===== config.mk =====
export PLATFORM = sky130hd
export DESIGN_NAME = uart_frame_transmitter
export DESIGN_NICKNAME = d
export VERILOG_FILES = /design/src/rtl/core/uft_pkg.sv /design/src/rtl/core/uft_tick_queue.sv /design/src/rtl/core/uft_serializer.sv /design/src/rtl/core/uart_frame_transmitter.sv
export SDC_FILE = /design/constraint.sdc
export NUM_CORES = 1
export LEC_CHECK = 0
export ABC_CLOCK_PERIOD_IN_PS = 6200
export BUFFER_PORTS_ARGS = -buffer_cell sky130_fd_sc_hd__buf_4
export CAP_MARGIN = 20
export CORE_MARGIN = 5
export CORE_UTILIZATION = 28
export CTS_CLUSTER_DIAMETER = 150
export CTS_CLUSTER_SIZE = 10
export DETAILED_ROUTE_END_ITERATION = 10
export GPL_ROUTABILITY_DRIVEN = 0
export SYNTH_ARGS = -nofsm -noshare
export SYNTH_HDL_FRONTEND = slang
export SYNTH_HIERARCHICAL = 1
export SYNTH_SLANG_ARGS = --single-unit

===== constraint.sdc =====
create_clock -name clk -period 6.2 [get_ports clk]
set_input_delay 0.62 -clock clk [delete_from_list [all_inputs] [get_ports clk]]
set_output_delay 0.62 -clock clk [all_outputs]
set_load 0.05 [all_outputs]

===== src/rtl/core/uft_pkg.sv =====
// uft_pkg: shared types and constants of the uart frame transmitter
// no dependencies; imported by the queue, serializer and top level
package uft_pkg;

  // configuration register indexes
  localparam int CFG_INDEX_W = 1;
  localparam logic [CFG_INDEX_W-1:0] CFG_TICKS_PER_BIT = 1'd0;
  localparam logic [CFG_INDEX_W-1:0] CFG_STOP_BIT_COUNT = 1'd1;

  // register widths and reset values
  localparam int TICK_W = 16;
  localparam int STOP_W = 2;
  localparam logic [TICK_W-1:0] TICKS_PER_BIT_RST = 16'd104;
  localparam logic [STOP_W-1:0] STOP_BIT_COUNT_RST = 2'd1;

  // stream payload widths
  localparam int BYTE_W = 8;
  localparam int OUT_DATA_W = 8;

  // one tick request as it travels through the queue
  typedef struct packed {
    logic              send_request;
    logic [BYTE_W-1:0] data_byte;
  } tick_req_t;

  // one result item
  typedef struct packed {
    logic accepted;
    logic busy_res;
    logic line_level;
  } tick_res_t;

  // queue head handed to the serializer
  typedef struct packed {
    logic      valid;
    tick_req_t req;
  } queue_head_t;

endpackage


===== src/rtl/core/uft_tick_queue.sv =====
// uft_tick_queue: front part, takes tick requests and holds them in a two-entry queue
// depends on uft_pkg
module uft_tick_queue
  import uft_pkg::*;
(
  input  logic        clk,
  input  logic        rst_n,
  input  logic        push_valid,
  output logic        push_ready,
  input  tick_req_t   push_req,
  output queue_head_t head,
  input  logic        pop
);

  tick_req_t  mem_r [2];
  logic       wr_ptr_r, wr_ptr_nxt;
  logic       rd_ptr_r, rd_ptr_nxt;
  logic [1:0] count_r, count_nxt;
  logic       do_push;
  logic       do_pop;

  // handshake on both sides
  assign push_ready = (count_r != 2'd2);
  assign do_push    = push_valid && push_ready;
  assign do_pop     = pop && (count_r != 2'd0);

  // pointer and fill count
  always_comb begin
    wr_ptr_nxt = do_push ? ~wr_ptr_r : wr_ptr_r;
    rd_ptr_nxt = do_pop ? ~rd_ptr_r : rd_ptr_r;
    count_nxt  = count_r + {1'b0, do_push} - {1'b0, do_pop};
  end

  always_ff @(posedge clk) begin
    if (!rst_n) begin
      wr_ptr_r <= 1'b0;
      rd_ptr_r <= 1'b0;
      count_r  <= 2'd0;
    end else begin
      wr_ptr_r <= wr_ptr_nxt;
      rd_ptr_r <= rd_ptr_nxt;
      count_r  <= count_nxt;
    end
  end

  // entry storage
  always_ff @(posedge clk) begin
    if (do_push) begin
      mem_r[wr_ptr_r] <= push_req;
    end
  end

  // head of queue
  assign head.valid = (count_r != 2'd0);
  assign head.req   = mem_r[rd_ptr_r];

endmodule


===== src/rtl/core/uft_serializer.sv =====
// uft_serializer: back part, runs the frame shifter once per tick and registers the result
// depends on uft_pkg; holds the configuration registers
module uft_serializer
  import uft_pkg::*;
#(
  parameter int DATA_BITS = 8
) (
  input  logic                   clk,
  input  logic                   rst_n,
  input  logic                   cfg_we,
  input  logic [CFG_INDEX_W-1:0] cfg_index,
  input  logic [TICK_W-1:0]      cfg_data,
  input  queue_head_t            head,
  output logic                   pop,
  output logic                   res_valid,
  input  logic                   res_ready,
  output tick_res_t              res
);

  localparam int FRAME_W = DATA_BITS + 3;

  logic [TICK_W-1:0]  tpb_r;
  logic [STOP_W-1:0]  stops_r;
  logic [FRAME_W-1:0] shift_r, shift_nxt;
  logic [3:0]         bits_left_r, bits_left_nxt;
  logic [TICK_W-1:0]  tick_cnt_r, tick_cnt_nxt;
  logic               sending_r, sending_nxt;
  logic               res_valid_r;
  tick_res_t          res_r, res_nxt;
  logic [TICK_W-1:0]  period;
  logic [TICK_W-1:0]  tick_inc;
  logic [3:0]         bits_dec;
  logic [3:0]         frame_len;
  logic [DATA_BITS+BYTE_W-1:0] data_ext;
  logic               take;

  // configuration registers
  always_ff @(posedge clk) begin
    if (!rst_n) begin
      tpb_r   <= TICKS_PER_BIT_RST;
      stops_r <= STOP_BIT_COUNT_RST;
    end else if (cfg_we) begin
      unique case (cfg_index)
        CFG_TICKS_PER_BIT:  tpb_r   <= cfg_data;
        CFG_STOP_BIT_COUNT: stops_r <= cfg_data[STOP_W-1:0];
        default:            ;
      endcase
    end
  end

  // a tick is taken when the output register is free or being drained
  assign take = head.valid && (!res_valid_r || res_ready);
  assign pop  = take;

  // bit period, frame length and data bits above bit 7 forced low
  assign period    = (tpb_r == '0) ? TICK_W'(1) : tpb_r;
  assign tick_inc  = tick_cnt_r + TICK_W'(1);
  assign bits_dec  = (bits_left_r == 4'd0) ? 4'd0 : bits_left_r - 4'd1;
  assign frame_len = 4'(DATA_BITS + 1) + (stops_r[1] ? 4'd2 : 4'd1);
  assign data_ext  = {{DATA_BITS{1'b0}}, head.req.data_byte};

  // one tick of the frame shifter
  always_comb begin
    shift_nxt     = shift_r;
    bits_left_nxt = bits_left_r;
    tick_cnt_nxt  = tick_cnt_r;
    sending_nxt   = sending_r;
    res_nxt.accepted = 1'b0;
    if (sending_r) begin
      tick_cnt_nxt = tick_inc;
      if (tick_inc >= period) begin
        tick_cnt_nxt  = '0;
        shift_nxt     = {1'b1, shift_r[FRAME_W-1:1]};
        bits_left_nxt = bits_dec;
        if (bits_dec == 4'd0) begin
          sending_nxt = 1'b0;
          shift_nxt   = '1;
        end
      end
    end else if (head.req.send_request) begin
      shift_nxt        = {2'b11, data_ext[DATA_BITS-1:0], 1'b0};
      bits_left_nxt    = frame_len;
      tick_cnt_nxt     = '0;
      sending_nxt      = 1'b1;
      res_nxt.accepted = 1'b1;
    end
    res_nxt.line_level = sending_nxt ? shift_nxt[0] : 1'b1;
    res_nxt.busy_res   = sending_nxt;
  end

  // frame state, advanced once per taken tick
  always_ff @(posedge clk) begin
    if (!rst_n) begin
      shift_r     <= '1;
      bits_left_r <= 4'd0;
      tick_cnt_r  <= '0;
      sending_r   <= 1'b0;
    end else if (take) begin
      shift_r     <= shift_nxt;
      bits_left_r <= bits_left_nxt;
      tick_cnt_r  <= tick_cnt_nxt;
      sending_r   <= sending_nxt;
    end
  end

  // output register
  always_ff @(posedge clk) begin
    if (!rst_n) begin
      res_valid_r <= 1'b0;
    end else if (take) begin
      res_valid_r <= 1'b1;
    end else if (res_ready) begin
      res_valid_r <= 1'b0;
    end
  end

  always_ff @(posedge clk) begin
    if (take) begin
      res_r <= res_nxt;
    end
  end

  assign res_valid = res_valid_r;
  assign res       = res_r;

endmodule


===== src/rtl/core/uart_frame_transmitter.sv =====
// channel  | direction | payload                                         | handshake
// in_      | input     | tdata[7:0] data_byte; tuser[0] send_request     | in_tvalid/in_tready
// out_     | output    | tdata[0] line_level, [1] busy_res, [2] accepted | out_tvalid/out_tready
// cfg_     | input     | cfg_index register, cfg_data value              | cfg_valid/cfg_ready
//
// one tick request per clock and one result per clock when both sides keep up
// a tick request passes through the tick queue register, then the serializer output register
// the serializer updates frame state once per taken tick (one 16-bit add and compare)
// the two-entry queue absorbs output stalls; in_tready drops only when it is full
// rst_n is synchronous and active low; cfg_ready is always high
// depends on uft_pkg, uft_tick_queue, uft_serializer
module uart_frame_transmitter
  import uft_pkg::*;
#(
  parameter int DATA_BITS = 8
) (
  input  logic                   clk,
  input  logic                   rst_n,
  input  logic                   in_tvalid,
  output logic                   in_tready,
  input  logic [BYTE_W-1:0]      in_tdata,   // [7:0] data_byte
  input  logic                   in_tuser,   // [0] send_request
  output logic                   out_tvalid,
  input  logic                   out_tready,
  output logic [OUT_DATA_W-1:0]  out_tdata,  // [0] line_level, [1] busy_res, [2] accepted, zero fill
  input  logic                   cfg_valid,
  output logic                   cfg_ready,
  input  logic [CFG_INDEX_W-1:0] cfg_index,
  input  logic [TICK_W-1:0]      cfg_data
);

  tick_req_t   push_req;
  queue_head_t head;
  logic        pop;
  tick_res_t   res;

  assign push_req.send_request = in_tuser;
  assign push_req.data_byte    = in_tdata;
  assign cfg_ready             = 1'b1;

  // front: tick queue
  uft_tick_queue u_queue (
    .clk        (clk),
    .rst_n      (rst_n),
    .push_valid (in_tvalid),
    .push_ready (in_tready),
    .push_req   (push_req),
    .head       (head),
    .pop        (pop)
  );

  // back: frame serializer
  uft_serializer #(
    .DATA_BITS (DATA_BITS)
  ) u_ser (
    .clk       (clk),
    .rst_n     (rst_n),
    .cfg_we    (cfg_valid && cfg_ready),
    .cfg_index (cfg_index),
    .cfg_data  (cfg_data),
    .head      (head),
    .pop       (pop),
    .res_valid (out_tvalid),
    .res_ready (out_tready),
    .res       (res)
  );

  // pack result fields
  assign out_tdata = {{(OUT_DATA_W-3){1'b0}}, res.accepted, res.busy_res, res.line_level};

endmodule


### Yosys cells after proc, flatten, opt, wreduce, memory -nomap -nowiden

Memory sizes are Yosys's and may differ from the RTL's. A register that Yosys moved wholly into a read port is not among the register bits.
Index checks and enable logic that the tools add are counted.

* logic and storage cells: 64
* memories kept: 1
* bits of input ports: 31
* output and inout port bits: 11
* flip-flop bits (word level): 58
* RAM bits: 18

* $add $sub $neg: 5
* equality and inequality tests: 2
* muxes and demuxes: 23
* reduce and logical (&&, ||, !) cells: 15
* bitwise operators: 3
* order comparisons: 1

Memories
* u_queue.mem_r: words 2, width 9, rd ports 1, clocked after memory_dff 1, write ports 1, RTL line uft_tick_queue.sv:15 `tick_req_t mem_r [2];`

Operators with widths (number)
* 16-bit 2-to-1 mux: 4
* 11-bit 2-to-1 mux: 3
* 16-bit by 1-bit adder with 16-bit output, second input constant: 1
* 16-bit >= comparator: 1
* 16-bit zero test: 1
* 4-bit 2-to-1 mux: 4
* 1-bit 2-to-1 mux: 10
* 10-bit 2-to-1 mux: 1
* 4-bit zero test: 2
* 2-bit AND reduction: 3
* 2-bit nonzero test: 3
* 4-bit adder, first input constant: 1
* 2-bit != test, second input constant: 2
* 4-bit by 1-bit subtractor with 4-bit output, second input constant: 1
* 1-bit logical AND: 3
* 1-bit inverter: 3
* 3-bit AND reduction: 1
* 2-bit by 1-bit adder with 2-bit output: 1
* 2-bit 2-to-1 mux: 1
* 2-bit by 1-bit subtractor with 2-bit output: 1
* 1-bit zero test: 1
* 1-bit logical OR: 1

### Logic depth before layout (Yosys ltp)

Gate-level depths: netlist of run 1.

* depth after elaboration: 6
* gate-level depth with buffers: 14

### Hierarchy

The synthesis of run 1 kept the hierarchy.

By module, submodules not included
* uft_serializer: instances 1, area each 2981.6 sq um, cells each 374
* uft_tick_queue: instances 1, area each 882.1 sq um, cells each 52
* uart_frame_transmitter: instances 1, area each 52.6 sq um, cells each 8

### Worst setup path after synthesis of run 1

OpenSTA, ideal clock, no wires.

* kind: register -> register
* start: register u_ser.tick_cnt_r[2]
* end: register u_ser.bits_left_r[1]
* cell stages (with the launch flop): 13
* buffers on the path: 2
* path slack: 2.621 ns
* setup time: 0.086 ns
* arrival time: 3.493 ns
* period minus slack after synthesis: 3.579 ns
* cell sequence: dfxtp_1 > clkbuf_1 > nand3_1 > or3_1 > clkbuf_1 > o31a_1 > or2_2 > ha_1 > nand4_1 > a2111o_1 > o32a_2 > a2111o_1 > a221oi_2

* cells in the longest elaborated chain, start to end: 4

Ends and longest elaborated chain
* start, declared: RTL line uft_serializer.sv:26 `logic [TICK_W-1:0] tick_cnt_r, tick_cnt_nxt;`
* start signal, assigned: RTL line uft_serializer.sv:101 `tick_cnt_r <= tick_cnt_nxt;`
* 16-bit by 1-bit adder with 16-bit output: RTL line uft_serializer.sv:57 `assign tick_inc = tick_cnt_r + TICK_W'(1);`
* 16-bit >= comparator: RTL line uft_serializer.sv:71 `if (tick_inc >= period) begin`
* 2-bit != test (no source line)
* 3-bit AND reduction (no source line)
* end signal, assigned: RTL line uft_serializer.sv:100 `bits_left_r <= bits_left_nxt;`
* end, declared: RTL line uft_serializer.sv:25 `logic [3:0] bits_left_r, bits_left_nxt;`

No other way between the ends.
A chain may end at the register's enable or synchronous reset.

### Worst setup path after layout of run 1

Ends and elaborated chain as after synthesis.

==> flow_summary.ini, run 1 <==
[status]
outcome = finished, final reports clean

[finish]
layout-drive-gt1-share = 0.1724
nets = 509
final_cells = 644
area_growth_pct = 19.27
final_area_um2 = 4671
antenna_cells = 0

[flow_run]
drv_cap = 0

[floorplanning]
num_io_pins = 42
die_w_um = 128.3
core_region_area_um2 = 13770
start_util = 0.2843
chipHeight_um = 128.3
rows = 43
die_area_um2 = 16450

[routing]
wl_per_cell_um = 13.58
drc = 0
vias = 3185
firstDrtPassIters = 4
first_iter_violations = 208
routed_wl_um = 8744
ant_nets = 0
avgViaCountPerCell = 4.946

[clock_tree]
root_buffer = clkbuf_16
cts_buffers = 9
cts_setup_buffers = 0
cts_num_sinks = 76
clk_pin_slew_worst_paths_ns = 0.06
tritoncts = built
clk_path_buf_depth = 2
cts-resized-gates = 0
insertion_delay_ns = 0.33
hold_buffers = 0
htreeDepth = 3

[yosys]
syn_inst = 434
synth_edf_count = 21
yosysWarnings = 6
seq_area_frac_synth = 0.4422
ys_seq_elements = 76
netlist_area_um2 = 3916
async_flop_share = 0
synth_area_per_cell_um2 = 9.024
synth_ff_type = dfxtp_1
synth.distinct_cells = 56

[placed_design]
hpwlAfterDp_um = 6287
portBuffers = 35
dp.cells = 627
place_ws_ns = 2.230
dpl_cell_area_um2 = 4298

[timing]
final_hold_viol_count = 0
fin_setup_tns_ns = 0
fin_crit_ns = 3.984
maxSlewHeadroom = 0.4125
tightest_slew_ns = 0.8812
fmax_mhz = 251.0
timing.hold.ws_ns = 0.4652
setup_viol = 0
fin_crit_sh = 0.6426
fin_worst_skew_ns = 0.008876
setup_ws_ns = 2.216
rsz0062_at_grt = false
slew_viol_final = 0

[min_path]
hold_depth = 1
worstHoldPathType = reg -> reg

[worst_setup_path]
crit_required_ns = 6.44
r2r_cells = 10
crit_arrival_ns = 4.22
worst-path-max-fanout = 24
crit_type = reg -> reg
worstSetupStartpointType = register
worst_setup_path_end_kind = register

[global_route]
grt_pass1_wl_um = 14750
first_global_vias = 3032
grtUsageTotal = 0.1093
grt_overflow = 0
antenna_found_initial = 0
grt_max_degree = 46

[power]
power.leakage_nw = 1.838
cellPowerDensity_nw_per_um2 = 367.3
ir_drop_mv = 0.2030
-- sequential cells by signal (all words and copies together) (netlist names), named ones only --
signal             count
u_ser/tick_cnt_r      16
u_queue/rd_ptr_r       1
u_queue/count_r        2
u_queue/wr_ptr_r       1
u_ser/stops_r          1
u_ser/shift_r         11
u_ser/bits_left_r      4
u_queue/mem_r         18
u_ser/sending_r        1
u_ser/res              3
u_ser/res_valid        1
u_ser/tpb_r           16
-- per-layer routing --
layer,up-vias,routed length [µm],share of wire,GRT usage
met5,-,0,0,0
met4,0,54,0.0062,0.02809
met3,6,519,0.059,0.03167
met2,84,4368,0.50,0.1827
met1,1480,3801,0.43,0.1380
li1,1615,-,-,-
-- cells in the mapped netlist (all sizes together), types with 3 or more instances --
master	count	area [µm²]
nand2	59	221.5
dfxtp	55	1101
a21oi	41	205.2
inv	29	108.9
edfxtp	21	630.6
ha	19	237.7
nor2	19	71.32
clkbuf	16	60.06
nand3	13	65.06
nand4	13	81.33
buf	12	76.32
or2	10	62.56
mux2	9	101.4
o221ai	9	78.83
o2111ai	8	70.07
and2	7	43.79
nor2b	7	43.79
nor3	7	35.03
nor4	7	50.05
xnor2	7	61.31
and3	6	37.54
o21ai	6	30.02
a31oi	5	37.53
nand2b	5	31.28
o211ai	5	37.54
mux2i	3	30.03
o21a	3	23.77
or3	3	18.77
-- cells by family (layout without fill, tap and decap cells) --
logic type	Yosys count	in the layout	synth area share
and+or+nand+nor	164	164	0.2115
AOI/OAI and AO/OA	95	95	0.1674
DFF	76	76	0.4422
buffers and inverters	57	83	0.06262
adders and majority gates	19	19	0.06070
muxes	12	12	0.03355
xor gates and xnor gates	9	9	0.02013
other	2	6	0.001918
-- metrics by stage --
step                      total power [mW]    util
after detailed placement             1.097  0.3120
after global placement               1.084  0.3120
final                                1.716  0.3391
after floorplan                     0.9821       -
after global routing                 1.814  0.3391
after CTS                            1.738  0.3386
-- layout by cell type, fill, tap and decap left out, types with 4 or more instances in the layout --
cell | synthesis | routed
nand2b_1 | 5 | 5
nor2_1 | 19 | 19
nor2b_1 | 7 | 7
conb_1 | 2 | 6
o21ai_0 | 5 | 5
nand4_1 | 13 | 13
o221ai_1 | 9 | 9
nor3_1 | 7 | 7
bufinv_16 | 0 | 4
xnor2_1 | 7 | 7
o211ai_1 | 5 | 5
ha_1 | 19 | 19
o2111ai_1 | 8 | 8
dfxtp_1 | 55 | 55
a21oi_1 | 41 | 41
nor4_1 | 6 | 6
inv_1 | 28 | 28
mux2_2 | 9 | 9
a31oi_1 | 4 | 4
and3_1 | 6 | 6
buf_4 | 7 | 38
or2_2 | 10 | 10
nand2_1 | 59 | 59
edfxtp_1 | 21 | 21
nand3_1 | 13 | 13
clkbuf_16 | 0 | 9
and2_1 | 7 | 7
-- critical path, cell delays in order, from the launching register on --
cell	delay, ns
dfxtp_1	0.45
nand3_1	0.13
or3_1	0.52
o31a_1	0.35
or2_2	0.30
ha_1	0.32
nand4_1	0.18
a2111o_1	0.34
o32a_2	0.53
a2111o_1	0.49
a221oi_2	0.26
-- cell type report --
class / instances / area, µm²
Inverter: 29 / 108.9
Sequential cell: 76 / 1732
Tap cell: 180 / 225.2
Fill cell: 1424 / 9102
Clock buffer: 10 / 229.0
Multi-Input combinational cell: 305 / 1954
Clock inverter: 6 / 136.4
Timing Repair Buffer: 38 / 285.3
-- final timing paths --
check | startpoint | to | slack [ns]
max reg2reg | u_ser/tick_cnt_r[2]$_SDFFE_PN0P_ | u_ser/bits_left_r[1]$_SDFFE_PN0P_ | 2.22
min | u_ser/shift_r[10]$_SDFFE_PN1P_ | u_ser/shift_r[10]$_SDFFE_PN1P_ | 0.47
max | u_ser/tick_cnt_r[2]$_SDFFE_PN0P_ | u_ser/bits_left_r[1]$_SDFFE_PN0P_ | 2.22
min reg2reg | u_ser/shift_r[10]$_SDFFE_PN1P_ | u_ser/shift_r[10]$_SDFFE_PN1P_ | 0.47
-- power by group --
group          leakage (nW)  total, mW  switching (mW)  internal (mW)
Clock                 0.173      0.634           0.199          0.435
Sequential            0.646      0.658          0.0554          0.602
Combinational          1.02      0.424           0.260          0.164
(Power assumes the default switching activity.)
==> run 2, diff against run 1 <==
Settings changed: ABC_CLOCK_PERIOD_IN_PS 6200 to 3700.
Clock period 6.2 ns to 3.7 ns, I/O delays scaled along.
==> flow_summary.ini, run 2 (synthesized netlist as in run 1, its figures left out) <==
[finish]
largest_register = u_queue/mem_r
layout_commonest_cell = nand2_1
layout-drive-gt1-share = 0.1936
antenna_cells = 0
largest_register_ff_count = 18
final_cell_mix = 59 x nand2_1, 52 x dfxtp_1, 43 x buf_4, 41 x a21oi_1, 28 x inv_1
reg_top3 = u_queue/mem_r: 18 flops, u_ser/tick_cnt_r: 16 flops, u_ser/tpb_r: 16 flops
area_growth_pct = 19.27
nets = 515

[timing]
slew_viol_final = 0
tightest_slew_ns = 0.8478
final_hold_viol_count = 0
fin_crit_ns = 3.542
setup_ws_ns = 0.1581
fin_worst_skew_ns = 0.007307
setup_viol = 0
fin_crit_sh = 0.9573
fin_setup_tns_ns = 0
fmax_mhz = 282.3
rsz0062_at_grt = false
timing.hold.ws_ns = 0.2084
maxSlewHeadroom = 0.4348

[clock_tree]
clk_path_buf_depth = 2
insertion_delay_ns = 0.34
htreeDepth = 3
clk_pin_slew_worst_paths_ns = 0.06
cts_buffers = 9
cts_setup_buffers = 0
cts-resized-gates = 0
root_buffer = clkbuf_16
hold_buffers = 0
tritoncts = built
cts_num_sinks = 76

[power]
ir_drop_mv = 0.3878
p_int_mw = 1.818
switchingPower_mw = 0.8869
sequentialPowerShare = 0.408
pwr-share-comb = 0.266
pwr-share-clk = 0.325
power.leakage_nw = 1.837
cellPowerDensity_nw_per_um2 = 579.1
p_sw_frac = 0.3279

[routing]
first_iter_violations = 253
wl_per_cell_um = 13.89
dr_wl_met2_um = 4474
avgViaCountPerCell = 4.895
wl_met1_um = 4021
highest_layer = met4
ant_nets = 0
route.met3.wl_um = 456
vias = 3182
firstDrtPassIters = 4
drc = 0
routed_wl_um = 9028

[floorplanning]
rows = 43
die_area_um2 = 16450
core_region_area_um2 = 13770
num_io_pins = 42
chipHeight_um = 128.3
die_w_um = 128.3
start_util = 0.2843

[global_route]
grt_overflow = 0
grtUsageTotal = 0.1126
grt_max_degree = 46
first_global_vias = 3084
grt_pass1_wl_um = 14920
antenna_found_initial = 0

[worst_setup_path]
r2r_end = u_ser/shift_r[9]$_SDFFE_PN1P_
worst_setup_path_end_kind = register
crit_arrival_ns = 3.76
worst-path-max-fanout = 18
rr_startpoint = u_ser/tick_cnt_r[3]$_SDFFE_PN0P_
crit_required_ns = 3.92
slowest_stage = or3_1
crit_type = reg -> reg
slowest_delay_ns = 0.44
cp_cell_sequence = nand3_1 > or3_1 > o31a_1 > or2_2 > ha_1 > nand4_1 > a2111o_1 > o32a_2 > buf_4 > a31o_2 > mux2i_1
worstSetupStartpointType = register
r2r_slack_ns = 0.16
r2r_cells = 11

[status]
outcome = finished, final reports clean

[placed_design]
portBuffers = 35
place_ws_ns = 0.1567
hpwlAfterDp_um = 6545

[min_path]
hold_end = u_queue/mem_r[0][6]$_DFFE_PP_
hp-start = in_tdata[6]
worstHoldPathType = in -> reg
hold_depth = 1

[flow_run]
drv_cap = 0
## run 2: cell types whose count changed in the layout (fill, tap and decap cells not counted), sizes merged
cell | before | now
buf | 38 | 44
bufinv | 4 | 1
clkinvlp | 1 | 3
clkbuf | 10 | 9
clkinv | 1 | 2
inv | 29 | 30
## run 2: power by group through the flow
stage / Sequential, mW / Clock [mW] / Combinational [mW]
finish: 1.10 / 0.879 / 0.721
global route: 1.13 / 0.944 / 0.801
CTS: 1.11 / 0.906 / 0.726
detailed placement: 1.13 / 0 / 0.723
global placement: 1.12 / 0 / 0.710
floorplan: 1.15 / 0 / 0.495
## run 2: worst max-delay path, delay by kind of cell, from the launching register on
kind | cells | cell delay (ns)
AOI/OAI and AO/OA | 4 | 1.35
and+or+nand+nor | 4 | 1.03
DFF | 1 | 0.37
adders and majority gates | 1 | 0.32
buffers and inverters | 1 | 0.23
muxes | 1 | 0.12
## run 2: how the worst max path moves through the flow
stage	start	endpoint	slack, ns	cells after the start
3_3_place_gp	u_ser/tick_cnt_r[3]$_SDFFE_PN0P_	u_ser/bits_left_r[1]$_SDFFE_PN0P_	0.21	10
5_1_grt	u_ser/tick_cnt_r[3]$_SDFFE_PN0P_	u_ser/shift_r[9]$_SDFFE_PN1P_	0.02	11
3_5_place_dp	u_ser/tick_cnt_r[3]$_SDFFE_PN0P_	u_ser/bits_left_r[0]$_SDFFE_PN0P_	0.16	11
4_1_cts	u_ser/tick_cnt_r[3]$_SDFFE_PN0P_	u_ser/shift_r[9]$_SDFFE_PN1P_	0.12	11
2_1_floorplan	u_ser/tick_cnt_r[2]$_SDFFE_PN0P_	u_ser/bits_left_r[1]$_SDFFE_PN0P_	0.12	12
6_report	u_ser/tick_cnt_r[3]$_SDFFE_PN0P_	u_ser/shift_r[9]$_SDFFE_PN1P_	0.16	11
## run 2: through the flow
step / cell area [µm²] / cells / power (mW) / util
floorplan: 3931 / 438 / 1.646 / -
global placement: 4355 / 633 / 1.830 / 0.3162
global route: 4671 / 650 / 2.872 / 0.3391
CTS: 4657 / 649 / 2.739 / 0.3381
detailed placement: 4355 / 633 / 1.849 / 0.3162
finish: 4671 / 650 / 2.705 / 0.3391
## run 2: layer usage
metal / vias to the layer above / global-route usage
met5: - / 0
met4: 0 / 0.03620
met3: 9 / 0.03208
met2: 71 / 0.1873
met1: 1476 / 0.1404
li1: 1626 / -
## run 2: area by class of cell
class,instances,area [µm²]
repair buffers,44,342.8
clock inverters,7,76.32
flip-flops and latches,76,1735
well taps,180,225.2
clock buffers,9,225.2
inverters,29,108.9
fillers,1429,9102
multi-input cells,305,1957
